[config.mk]
export PLATFORM = sky130hd
export DESIGN_NAME = dns_question_name_extractor
export DESIGN_NICKNAME = d
export VERILOG_FILES = /design/src/hw/rtl/dqne_pkg.sv /design/src/hw/rtl/dns_question_name_extractor.sv
export SDC_FILE = /design/constraint.sdc
export NUM_CORES = 1
export LEC_CHECK = 0
export ABC_AREA = 1
export CAP_MARGIN = 10
export CORE_MARGIN = 5
export CORE_UTILIZATION = 30
export CTS_BUF_LIST = sky130_fd_sc_hd__clkbuf_16
export CTS_CLUSTER_SIZE = 24
export DETAILED_ROUTE_END_ITERATION = 6
export DONT_BUFFER_PORTS = 1
export HOLD_SLACK_MARGIN = 0.15
export PLACE_DENSITY = 0.54
export SETUP_SLACK_MARGIN = 0.4
export SLEW_MARGIN = 20
export SYNTH_ARGS = -nofsm -noshare
export SYNTH_HDL_FRONTEND = slang
export SYNTH_SLANG_ARGS = --single-unit
[constraint.sdc]
create_clock -name clk -period 8.1 [get_ports clk]
set_input_delay 0.81 -clock clk [delete_from_list [all_inputs] [get_ports clk]]
set_output_delay 0.81 -clock clk [all_outputs]
set_load 0.1 [all_outputs]
[src/hw/rtl/dqne_pkg.sv]
// Types and constants of the DNS question name extractor.
`default_nettype none
package dqne_pkg;

  // Parse phase codes
  localparam logic [2:0] PH_HEADER = 3'd0;
  localparam logic [2:0] PH_LEN    = 3'd1;
  localparam logic [2:0] PH_LABEL  = 3'd2;
  localparam logic [2:0] PH_SKIP   = 3'd3;
  localparam logic [2:0] PH_IDLE   = 3'd4;

  localparam logic [15:0] DEFAULT_MAX_QUERIES = 16'd100;
  localparam logic [7:0]  DOT_CHAR            = 8'h2E;
  localparam logic [2:0]  TYPE_CLASS_BYTES    = 3'd4;
  localparam int          HEADER_BYTES        = 12;
  localparam int          COUNT_HI_OFFSET     = 4;
  localparam int          COUNT_LO_OFFSET     = 5;

  // Result stream layout
  localparam int CHAR_W      = 8;
  localparam int TAG_W       = 64;
  localparam int OUT_TDATA_W = CHAR_W + TAG_W;

  // Result buffer
  localparam int FIFO_DEPTH = 4;
  localparam int FIFO_AW    = 2;

  typedef struct packed {
    logic [CHAR_W-1:0] ch;
    logic              name_end;
    logic [TAG_W-1:0]  tag;
    logic              last;
  } res_t;

endpackage
`default_nettype wire

[src/hw/rtl/dns_question_name_extractor.sv]
// Results of an accepted byte are written into the result buffer and are output from there.
// Throughput: one byte per cycle while each byte yields at most one result and the output
//   is not stalled; a byte that yields two results (dot or character plus name end) is absorbed
//   by the four-entry result buffer, whose fill level is what limits input acceptance.
// Reset (rst_n low, synchronous): parser returns to header phase at offset 0, buffer empties,
//   max_queries returns to 100.
`default_nettype none
module dns_question_name_extractor
  import dqne_pkg::*;
#(
  parameter int LENGTH_BITS = 16,
  localparam int IN_TDATA_W = ((8 + LENGTH_BITS + TAG_W + 7) / 8) * 8
) (
  input  wire logic                   clk,
  input  wire logic                   rst_n,
  // data_byte[7:0], packet_length[LENGTH_BITS+7:8], thread_id above, zero fill
  input  wire logic [IN_TDATA_W-1:0]  in_tdata,
  input  wire logic                   in_tvalid,
  output logic                        in_tready,
  // char_out[7:0], tag_out[71:8]
  output logic [OUT_TDATA_W-1:0]      out_tdata,
  output logic                        out_tuser,   // name_end
  output logic                        out_tlast,   // last_of_run
  output logic                        out_tvalid,
  input  wire logic                   out_tready,
  input  wire logic                   cfg_we,
  input  wire logic [15:0]            cfg_wdata
);

  localparam int L = LENGTH_BITS;

  // Input fields
  logic [7:0]       data_byte;
  logic [L-1:0]     packet_length;
  logic [TAG_W-1:0] thread_id;
  assign data_byte     = in_tdata[7:0];
  assign packet_length = in_tdata[L+7:8];
  assign thread_id     = in_tdata[L+8+TAG_W-1:L+8];

  // Parser state
  logic [15:0]  max_queries_r;
  logic [L-1:0] byte_offset_r,      byte_offset_nxt;
  logic [2:0]   parse_phase_r,      parse_phase_nxt;
  logic [7:0]   count_high_byte_r,  count_high_byte_nxt;
  logic [15:0]  queries_left_r,     queries_left_nxt;
  logic [7:0]   label_bytes_left_r, label_bytes_left_nxt;
  logic         name_nonempty_r,    name_nonempty_nxt;
  logic [2:0]   skip_bytes_left_r,  skip_bytes_left_nxt;

  // Results of the current byte
  res_t       res_a, res_b;
  logic [1:0] res_n;

  // Result buffer
  res_t               fifo_r [FIFO_DEPTH];
  logic [FIFO_AW-1:0] wr_ptr_r, rd_ptr_r;
  logic [FIFO_AW:0]   count_r;

  logic in_xfer, out_xfer;
  logic [1:0] push_n;

  assign in_tready  = (count_r <= (FIFO_AW+1)'(FIFO_DEPTH - 2));
  assign in_xfer    = in_tvalid && in_tready;
  assign out_tvalid = (count_r != '0);
  assign out_xfer   = out_tvalid && out_tready;
  assign push_n     = in_xfer ? res_n : 2'd0;

  assign out_tdata = {fifo_r[rd_ptr_r].tag, fifo_r[rd_ptr_r].ch};
  assign out_tuser = fifo_r[rd_ptr_r].name_end;
  assign out_tlast = fifo_r[rd_ptr_r].last;

  // Parse one byte: next state and up to two results
  always_comb begin
    logic [L:0] off_plus_len;
    logic [L:0] off_plus_one;
    res_t       item;
    byte_offset_nxt      = byte_offset_r;
    parse_phase_nxt      = parse_phase_r;
    count_high_byte_nxt  = count_high_byte_r;
    queries_left_nxt     = queries_left_r;
    label_bytes_left_nxt = label_bytes_left_r;
    name_nonempty_nxt    = name_nonempty_r;
    skip_bytes_left_nxt  = skip_bytes_left_r;
    res_a = '0;
    res_b = '0;
    res_n = 2'd0;
    item  = '0;
    off_plus_len = {1'b0, byte_offset_r} + (L+1)'(data_byte);
    off_plus_one = {1'b0, byte_offset_r} + (L+1)'(1);

    if (packet_length == '0) begin
      // Zero length: restart at the header, no result
      byte_offset_nxt      = '0;
      parse_phase_nxt      = PH_HEADER;
      count_high_byte_nxt  = '0;
      queries_left_nxt     = '0;
      label_bytes_left_nxt = '0;
      name_nonempty_nxt    = 1'b0;
      skip_bytes_left_nxt  = '0;
    end else begin
      case (parse_phase_r)
        PH_HEADER: begin
          if (byte_offset_r == L'(COUNT_HI_OFFSET)) begin
            count_high_byte_nxt = data_byte;
          end
          if (byte_offset_r == L'(COUNT_LO_OFFSET)) begin
            queries_left_nxt = {count_high_byte_r, data_byte};
            if ({count_high_byte_r, data_byte} > max_queries_r) begin
              parse_phase_nxt = PH_IDLE;
            end
          end
          if (byte_offset_r == L'(HEADER_BYTES - 1) && parse_phase_nxt == PH_HEADER) begin
            parse_phase_nxt = (queries_left_nxt != '0) ? PH_LEN : PH_IDLE;
          end
        end
        PH_LEN: begin
          if (data_byte == '0) begin
            // Root label: close the name, then skip type and class
            if (name_nonempty_r) begin
              item = '0;
              item.name_end = 1'b1;
              item.tag = thread_id;
              res_a = item;
              res_n = 2'd1;
            end
            name_nonempty_nxt   = 1'b0;
            queries_left_nxt    = queries_left_r - 16'd1;
            skip_bytes_left_nxt = TYPE_CLASS_BYTES;
            parse_phase_nxt     = PH_SKIP;
          end else begin
            if (name_nonempty_r) begin
              item = '0;
              item.ch = DOT_CHAR;
              res_a = item;
              res_n = 2'd1;
            end
            if (off_plus_len >= {1'b0, packet_length}) begin
              // Label runs past the packet: close the name, ignore the rest
              if (name_nonempty_r) begin
                item = '0;
                item.name_end = 1'b1;
                item.tag = thread_id;
                res_b = item;
                res_n = 2'd2;
              end
              name_nonempty_nxt = 1'b0;
              parse_phase_nxt   = PH_IDLE;
            end else begin
              label_bytes_left_nxt = data_byte;
              name_nonempty_nxt    = 1'b1;
              parse_phase_nxt      = PH_LABEL;
            end
          end
        end
        PH_LABEL: begin
          item = '0;
          item.ch = data_byte;
          res_a = item;
          res_n = 2'd1;
          label_bytes_left_nxt = label_bytes_left_r - 8'd1;
          if (label_bytes_left_nxt == '0) begin
            parse_phase_nxt = PH_LEN;
          end
        end
        PH_SKIP: begin
          skip_bytes_left_nxt = skip_bytes_left_r - 3'd1;
          if (skip_bytes_left_nxt == '0) begin
            parse_phase_nxt = (queries_left_r != '0) ? PH_LEN : PH_IDLE;
          end
        end
        default: begin
        end
      endcase

      if (off_plus_one >= {1'b0, packet_length}) begin
        // Packet end: close a pending name and restart
        if (name_nonempty_nxt) begin
          item = '0;
          item.name_end = 1'b1;
          item.tag = thread_id;
          if (res_n == 2'd0) begin
            res_a = item;
          end else begin
            res_b = item;
          end
          res_n = res_n + 2'd1;
        end
        byte_offset_nxt      = '0;
        parse_phase_nxt      = PH_HEADER;
        count_high_byte_nxt  = '0;
        queries_left_nxt     = '0;
        label_bytes_left_nxt = '0;
        name_nonempty_nxt    = 1'b0;
        skip_bytes_left_nxt  = '0;
      end else begin
        byte_offset_nxt = off_plus_one[L-1:0];
      end
    end

    // Mark the final result of this byte
    if (res_n == 2'd1) begin
      res_a.last = 1'b1;
    end
    if (res_n == 2'd2) begin
      res_b.last = 1'b1;
    end
  end

  // Hold configuration and parser state, advance on each input transfer
  always_ff @(posedge clk) begin
    if (!rst_n) begin
      max_queries_r      <= DEFAULT_MAX_QUERIES;
      byte_offset_r      <= '0;
      parse_phase_r      <= PH_HEADER;
      count_high_byte_r  <= '0;
      queries_left_r     <= '0;
      label_bytes_left_r <= '0;
      name_nonempty_r    <= 1'b0;
      skip_bytes_left_r  <= '0;
    end else begin
      if (cfg_we) begin
        max_queries_r <= cfg_wdata;
      end
      if (in_xfer) begin
        byte_offset_r      <= byte_offset_nxt;
        parse_phase_r      <= parse_phase_nxt;
        count_high_byte_r  <= count_high_byte_nxt;
        queries_left_r     <= queries_left_nxt;
        label_bytes_left_r <= label_bytes_left_nxt;
        name_nonempty_r    <= name_nonempty_nxt;
        skip_bytes_left_r  <= skip_bytes_left_nxt;
      end
    end
  end

  // Store results in the buffer
  always_ff @(posedge clk) begin
    if (push_n != 2'd0) begin
      fifo_r[wr_ptr_r] <= res_a;
    end
    if (push_n == 2'd2) begin
      fifo_r[wr_ptr_r + FIFO_AW'(1)] <= res_b;
    end
  end

  // Advance buffer pointers and fill count
  always_ff @(posedge clk) begin
    if (!rst_n) begin
      wr_ptr_r <= '0;
      rd_ptr_r <= '0;
      count_r  <= '0;
    end else begin
      wr_ptr_r <= wr_ptr_r + FIFO_AW'(push_n);
      if (out_xfer) begin
        rd_ptr_r <= rd_ptr_r + FIFO_AW'(1);
      end
      count_r <= count_r + (FIFO_AW+1)'(push_n) - (FIFO_AW+1)'(out_xfer);
    end
  end

endmodule
`default_nettype wire

==> flow_metrics.env, run 1 <==
export IMPL_outcome="finished, final reports clean"
export IMPL_synthTopCellsByCount="351 x nand2_1, 297 x nor2_1, 264 x edfxtp_1"
export IMPL_cts_tree="yes"
export IMPL_drtIter0Drc=1524
export IMPL_clock_latency_ns=0.58
export IMPL_syn_area_per_cell_um2=8.51
export IMPL_path_class="reg -> reg"
export IMPL_drt_pass1_iterations=7
export IMPL_hp_class="in -> reg"
export IMPL_crit_top_cell="nand2_1"
export IMPL_dpl_cell_area_um2=23000
export IMPL_yosysTopAreaCell="edfxtp_1"
export IMPL_hold_worst_slack_ns=0.341
export IMPL_dieArea_um2=77400
export IMPL_viasPerCell=5.33
export IMPL_die_height_um=278
export IMPL_critPathRequiredTime_ns=8.36
export IMPL_clock_path_buffers=3
export IMPL_critPathMaxStageDelay_ns=0.60
export IMPL_ir_drop_uv=185
export IMPL_synth_ff_type="edfxtp_1"
export IMPL_clkTransAtPathRegs_ns=0.06
export IMPL_synth_area_leaders="edfxtp_1 37%, dfxtp_1 10%, nand2_1 6.1%"
export IMPL_relSlewSlack=0.218
export IMPL_cts_sinks=376
export IMPL_dpl_hpwl_um=44300
export IMPL_grt_pass1_vias=18400
export IMPL_start_util=0.302
export IMPL_drc=0
export IMPL_grtUsageTotal=0.178
export IMPL_fin_crit_ns=6.82
export IMPL_setup_viol_count_final=0
export IMPL_synth_top_area_frac=0.367
export IMPL_drive_above_1_share=0.152
export IMPL_cts_resized=0
export IMPL_fin_cells=3465
export IMPL_num_rows=98
export IMPL_hold_viol=0
export IMPL_seq_area_um2=10200
export IMPL_critPathBufInv=4
export IMPL_async_flop_share=0
export IMPL_cp_arrival_ns=7.08
export IMPL_syn2layout_area_growth_pct=13.5
export IMPL_seq_area_frac_synth=0.471
export IMPL_cts_buffers=44
export IMPL_end_kind="register"
export IMPL_fmax_mhz=147
export IMPL_synth_most_common_cell="nand2_1"
export IMPL_drv_slew=0
export IMPL_die_w_um=278
export IMPL_synth_edff_count=264
export IMPL_p_per_area_nw_per_um2=256
export IMPL_cts_hold_buf=0
export IMPL_max_cap_violations=0
export IMPL_ant_nets=0
export IMPL_r2r_cells=35
export IMPL_num_vias=18500
export IMPL_synth_cell_types=51
export IMPL_tns_ns=0
export IMPL_crit_slowest_cell="nand2_4"
export IMPL_crit_path_start_kind="register"
export IMPL_final_area_um2=24500
export IMPL_fin_crit_sh=0.842
export IMPL_overflow=0
export IMPL_multi_input_area_um2=10200
export IMPL_place_inst=3384
export IMPL_wl_per_cell_um=20.6
export IMPL_grt_antenna_before_repair=1
export IMPL_grt_pass1_wl_um=110000
export IMPL_crit_family="simple AND/OR/NAND/NOR gates"
export IMPL_top_layer="met4"
export IMPL_nNetsFinal=2660
export IMPL_finClkSkew_ns=0.0262
export IMPL_port_buffers=0
export IMPL_cp_depth=35
export IMPL_syn_nets=2717
export IMPL_nFillCells=7302
export IMPL_cts_setup_buffers=0
export IMPL_wl_met1_um=29900
export IMPL_p_leak_nw=8.17
export IMPL_rsz0062_at_grt="false"
export IMPL_wl_met2_um=34100
export IMPL_h_tree_depth=2
export IMPL_pin_count=185
export IMPL_routed_wl_um=71400
export IMPL_hold_path_depth=2
export IMPL_ctsRootBufferMaster="clkbuf_16"
export IMPL_core_area_um2=71500
export IMPL_routed_wl_met3_um=5750
export IMPL_synthesis_area_um2=21600
export IMPL_grt_max_degree=78
export IMPL_ys_ff_latch=376
export IMPL_yosysWarnings=0
export IMPL_tightest_slew_ns=1.18
export IMPL_cp_max_fo=39
export IMPL_place_gp_congestion=0.884
export IMPL_synth_cells=2537
[worst paths after layout]
kind | endpoint | start | slack [ns]
hold / removal | wr_ptr_r[0]$_SDFF_PN0_ | rst_n | 0.34
setup reg to reg | fifo_r[2][19]$_DFFE_PP_ | byte_offset_r[2]$_SDFFE_PN0P_ | 1.28
hold reg to reg | max_queries_r[7]$_SDFFE_PN0P_ | max_queries_r[7]$_SDFFE_PN0P_ | 0.46
setup / recovery | fifo_r[2][19]$_DFFE_PP_ | byte_offset_r[2]$_SDFFE_PN0P_ | 1.28
[layout by cell type (no fill, tap or decap), types with 7 or more instances in the layout]
cell	netlist	final
o21ai_1	80	80
buf_4	6	64
or2_2	12	12
o22ai_1	97	23
or2_0	11	11
o211ai_1	10	10
or2_1	26	26
xnor2_1	8	8
nor2_4	6	8
nand2_4	2	7
clkinv_2	0	11
dfxtp_1	112	110
o21ai_0	244	244
a21oi_1	150	149
ha_1	69	69
clkinv_1	2	13
clkbuf_16	0	45
a211oi_1	17	17
inv_1	218	220
nor2_1	297	295
o22ai_2	0	71
nand4_1	57	57
nand2_2	7	9
a21oi_2	101	101
xor2_1	33	33
edfxtp_1	264	264
nand2_1	351	344
nor3_1	21	21
inv_2	14	14
nand3_1	111	110
[worst reg2reg max path: cells and delay by family (launching register included)]
| family | cells | cell delay (ns) |
|---|---|---|
| AOI/OAI and AO/OA | 6 | 1.19 |
| xor gates and xnor gates | 1 | 0.17 |
| adders and majority gates | 3 | 0.93 |
| buffers and inverters | 4 | 0.92 |
| DFF | 1 | 0.39 |
| and+or+nand+nor | 21 | 2.86 |
[cell families (layout without fill, tap and decap cells)]
family	after synthesis	in the layout	synth area share
simple gates	927	927	0.193
xor+xnor	41	41	0.0166
buf+inv	407	384	0.0836
flops	376	376	0.471
mux	2	2	0.000927
compound gates	713	713	0.193
fa+ha+maj	71	71	0.0419
other cells	0	1	0
[registers in the layout, indices dropped and copies added (netlist names), named ones only]
| name | cells |
|---|---|
| count_high_byte_r | 8 |
| byte_offset_r | 16 |
| wr_ptr_r | 2 |
| count_r | 3 |
| max_queries_r | 16 |
| skip_bytes_left_r | 3 |
| name_nonempty_r | 1 |
| rd_ptr_r | 2 |
| fifo_r | 296 |
| label_bytes_left_r | 8 |
| parse_phase_r | 3 |
| queries_left_r | 16 |
[through the flow]
stage / utilization / setup slack [ns] / power, mW
2_1_floorplan: - / 1.41 / 3.77
3_3_place_gp: 0.322 / 1.05 / 4.27
4_1_cts: 0.342 / 1.38 / 6.31
3_5_place_dp: 0.322 / 1.00 / 4.28
6_report: 0.343 / 1.28 / 6.26
5_1_grt: 0.343 / 0.692 / 6.53
[cell type report]
class / instances / area share
Timing Repair Buffer: 70 / 0.0242
Multi-Input combinational cell: 1754 / 0.417
Tap cell: 950 / 0.0485
Antenna cell: 1 / 0.000102
Clock inverter: 35 / 0.0134
Clock buffer: 45 / 0.0460
Inverter: 234 / 0.0360
Sequential cell: 376 / 0.415
[report_power, final]
part	total (mW)	leakage [nW]	internal, mW	switching (mW)
logic	1.99	4.69	0.416	1.57
registers	2.26	2.75	2.14	0.119
clock network	2.02	0.730	1.17	0.846
total	6.26	8.17	3.73	2.54
[layer usage]
layer,vias up,global-route usage
li1,8670,-
met1,8935,0.233
met2,735,0.303
met3,116,0.0353
met4,0,0.0454
met5,-,0
No activity file was read; power rests on OpenSTA's default activity.
==> run 2: changes to the inputs <==
ABC_AREA = 0   (was 1)
clock period = 6.45 ns   (was 8.1 ns; I/O delays follow)
==> run 2 against run 1 <==
  * Clock-buffer cell count unchanged
  * First-iteration DRC count down 40%
  * Critical endpoint is now fifo_r[2][11]$_DFFE_PP_
  * Maximum frequency up 20%
  * Total power down 7.9%
  * Clock power up 25%
  * Synthesized cell count down 35%
  * Worst setup slack worse by 0.50 ns
  * Largest power group unchanged
  * Combinational power down 72%
  * Non-clock buffer count down 27
==> flow_metrics.env, run 2 <==
export IMPL_end_kind="register"
export IMPL_critPathRequiredTime_ns=6.66
export IMPL_layout_commonest_cell="edfxtp_1"
export IMPL_yosysTopAreaCell="edfxtp_1"
export IMPL_syn_nets=1833
export IMPL_switchingPower_mw=1.47
export IMPL_synthTopCellsByCount="264 x edfxtp_1, 179 x a21boi_0, 112 x dfxtp_1"
export IMPL_drv_slew=0
export IMPL_p_leak_nw=7.09
export IMPL_yosysWarnings=0
export IMPL_ys_ff_latch=376
export IMPL_outcome="finished, final reports clean"
export IMPL_switching_share=0.254
export IMPL_crit_slowest_cell="dfxtp_1"
export IMPL_crit_path_cell_trace="ha_1 > inv_1 > fa_1 > nor2b_1 > o31a_1 > nor2_1 > nor2_1 > nor2_1 > o21ai_2 > nand3_1 > xnor2_1 > ha_1 > a211oi_1 > o21ai_0 > o211ai_1 > a31oi_4 > o21ai_4 > inv_2 > ha_2 > a41oi_2 > buf_4 > nand2b_1 > nand2_4 > buf_12"
export IMPL_hold_viol=0
export IMPL_grt_pass1_wl_um=86700
export IMPL_die_height_um=268
export IMPL_fin_crit_ns=5.67
export IMPL_finClkSkew_ns=0.0172
export IMPL_tightest_slew_ns=1.08
export IMPL_cts_sinks=376
export IMPL_grt_pass1_vias=14100
export IMPL_synth_edff_count=264
export IMPL_max_cap_violations=0
export IMPL_synth_top_area_frac=0.398
export IMPL_dp_slack_ns=0.349
export IMPL_clkTransAtPathRegs_ns=0.06
export IMPL_grt_max_degree=76
export IMPL_final_cell_mix="264 x edfxtp_1, 179 x a21boi_0, 110 x dfxtp_1"
export IMPL_setup_viol_count_final=0
export IMPL_fin_crit_sh=0.879
export IMPL_ctsRootBufferMaster="clkbuf_16"
export IMPL_p_per_area_nw_per_um2=256
export IMPL_nNetsFinal=1800
export IMPL_synth_most_common_cell="edfxtp_1"
export IMPL_start_util=0.303
export IMPL_p_comb_frac=0.098
export IMPL_wl_per_cell_um=23.0
export IMPL_grtUsageTotal=0.154
export IMPL_ant_nets=0
export IMPL_cp_max_fo=66
export IMPL_dpl_cell_area_um2=21000
export IMPL_core_area_um2=65700
export IMPL_place_gp_congestion=0.883
export IMPL_p_int_mw=4.30
export IMPL_overflow=0
export IMPL_pin_count=185
export IMPL_cts_buffers=44
export IMPL_power_frac_seq=0.463
export IMPL_async_flop_share=0
export IMPL_fmax_mhz=176
export IMPL_critPathBufInv=4
export IMPL_drtIter0Drc=920
export IMPL_hp_class="in -> reg"
export IMPL_h_tree_depth=2
export IMPL_cts_tree="yes"
export IMPL_path_class="reg -> reg"
export IMPL_synth_cells=1653
export IMPL_crit_family="compound AO/OA/AOI/OAI gates"
export IMPL_cp_arrival_ns=5.88
export IMPL_final_area_um2=22600
export IMPL_dieArea_um2=71600
export IMPL_crit_top_cell="nor2_1"
export IMPL_die_w_um=268
export IMPL_critPathMaxStageDelay_ns=0.49
export IMPL_seq_area_frac_synth=0.511
export IMPL_clockPowerShare=0.438
export IMPL_clock_path_buffers=3
export IMPL_drc=0
export IMPL_crit_path_start_kind="register"
export IMPL_dpl_hpwl_um=36300
export IMPL_synth_ff_type="edfxtp_1"
export IMPL_drive_above_1_share=0.148
export IMPL_syn_area_per_cell_um2=12.0
export IMPL_routed_wl_um=57900
export IMPL_largest_reg_flops=296
export IMPL_hold_worst_slack_ns=0.184
export IMPL_setup_ws_ns=0.781
export IMPL_grt_antenna_before_repair=1
export IMPL_syn2layout_area_growth_pct=13.3
export IMPL_synthesis_area_um2=19900
export IMPL_ir_drop_uv=184
export IMPL_rsz0062_at_grt="false"
export IMPL_synth_area_leaders="edfxtp_1 40%, dfxtp_1 11%, mux4_2 8.4%"
export IMPL_port_buffers=0
export IMPL_num_rows=94
export IMPL_viasPerCell=5.49
export IMPL_tns_ns=0
export IMPL_top_register="fifo_r"
export IMPL_drt_pass1_iterations=7
export IMPL_synth_cell_types=86
export IMPL_num_vias=13800
export IMPL_relSlewSlack=0.281
export IMPL_clock_latency_ns=0.57
-- run 2: cell types whose count changed in the layout (fill, tap and decap cells not counted), moves of 100 or more --
cell      previous run  this run
o21ai_0            244        67
nor2_1             295        67
a21oi_2            101         1
a21boi_0             1       179
inv_1              220        58
nand2_1            344        70
-- run 2: what timing repair did --
action	in CTS	in global routing
setup buffers	0	2
resized for setup	0	10
hold buffers	0	0
endpoints found under the setup margin	0	516
-- run 2: power groups by stage --
stage	Clock [mW]	Sequential, mW	Combinational [mW]
2_1_floorplan	0	2.64	0.515
3_3_place_gp	0	2.73	0.565
3_5_place_dp	0	2.73	0.575
4_1_cts	2.60	2.68	0.577
5_1_grt	2.69	2.69	0.615
6_report	2.53	2.67	0.567
-- run 2: kinds of logic after synthesis --
group	synth area share
compound gates	0.187
xor+xnor	0.0158
fa+ha+maj	0.0454
buf+inv	0.0422
flops	0.511
mux	0.102
simple gates	0.0974
-- run 2: area by class of cell --
class	instances	area, um2
fillers	6384	43200
flip-flops and latches	376	10200
multi-input cells	1097	9040
clock buffers	45	1130
well taps	864	1080
repair buffers	43	578
clock inverters	34	337
inverters	58	218
diodes	1	2.50
-- run 2: final timing paths --
check                           slack [ns]                          start  cells past startpoint                             to
worst min-delay path                  0.18                          rst_n                      1  max_queries_r[5]$_SDFFE_PN1P_
worst min register to register        0.47     fifo_r[2][69]$_SDFFE_PP0P_                      2     fifo_r[2][69]$_SDFFE_PP0P_
worst max-delay path                  0.78  byte_offset_r[0]$_SDFFE_PN0P_                     24        fifo_r[2][11]$_DFFE_PP_
worst max register to register        0.78  byte_offset_r[0]$_SDFFE_PN0P_                     24        fifo_r[2][11]$_DFFE_PP_
-- run 2: stage by stage --
step,power [mW],util,cells
after floorplan,3.15,-,1653
after global placement,3.30,0.319,2434
after detailed placement,3.31,0.319,2434
after CTS,5.86,0.342,2513
after global routing,6.00,0.343,2518
final,5.77,0.343,2518
-- run 2: layer usage --
metal / track usage / up-vias / part of all wire
met3: 0.0357 / 124 / 0.068
li1: - / 6252 / -
met2: 0.263 / 450 / 0.49
met1: 0.191 / 6993 / 0.41
met4: 0.0585 / 0 / 0.040
met5: 0 / - / 0
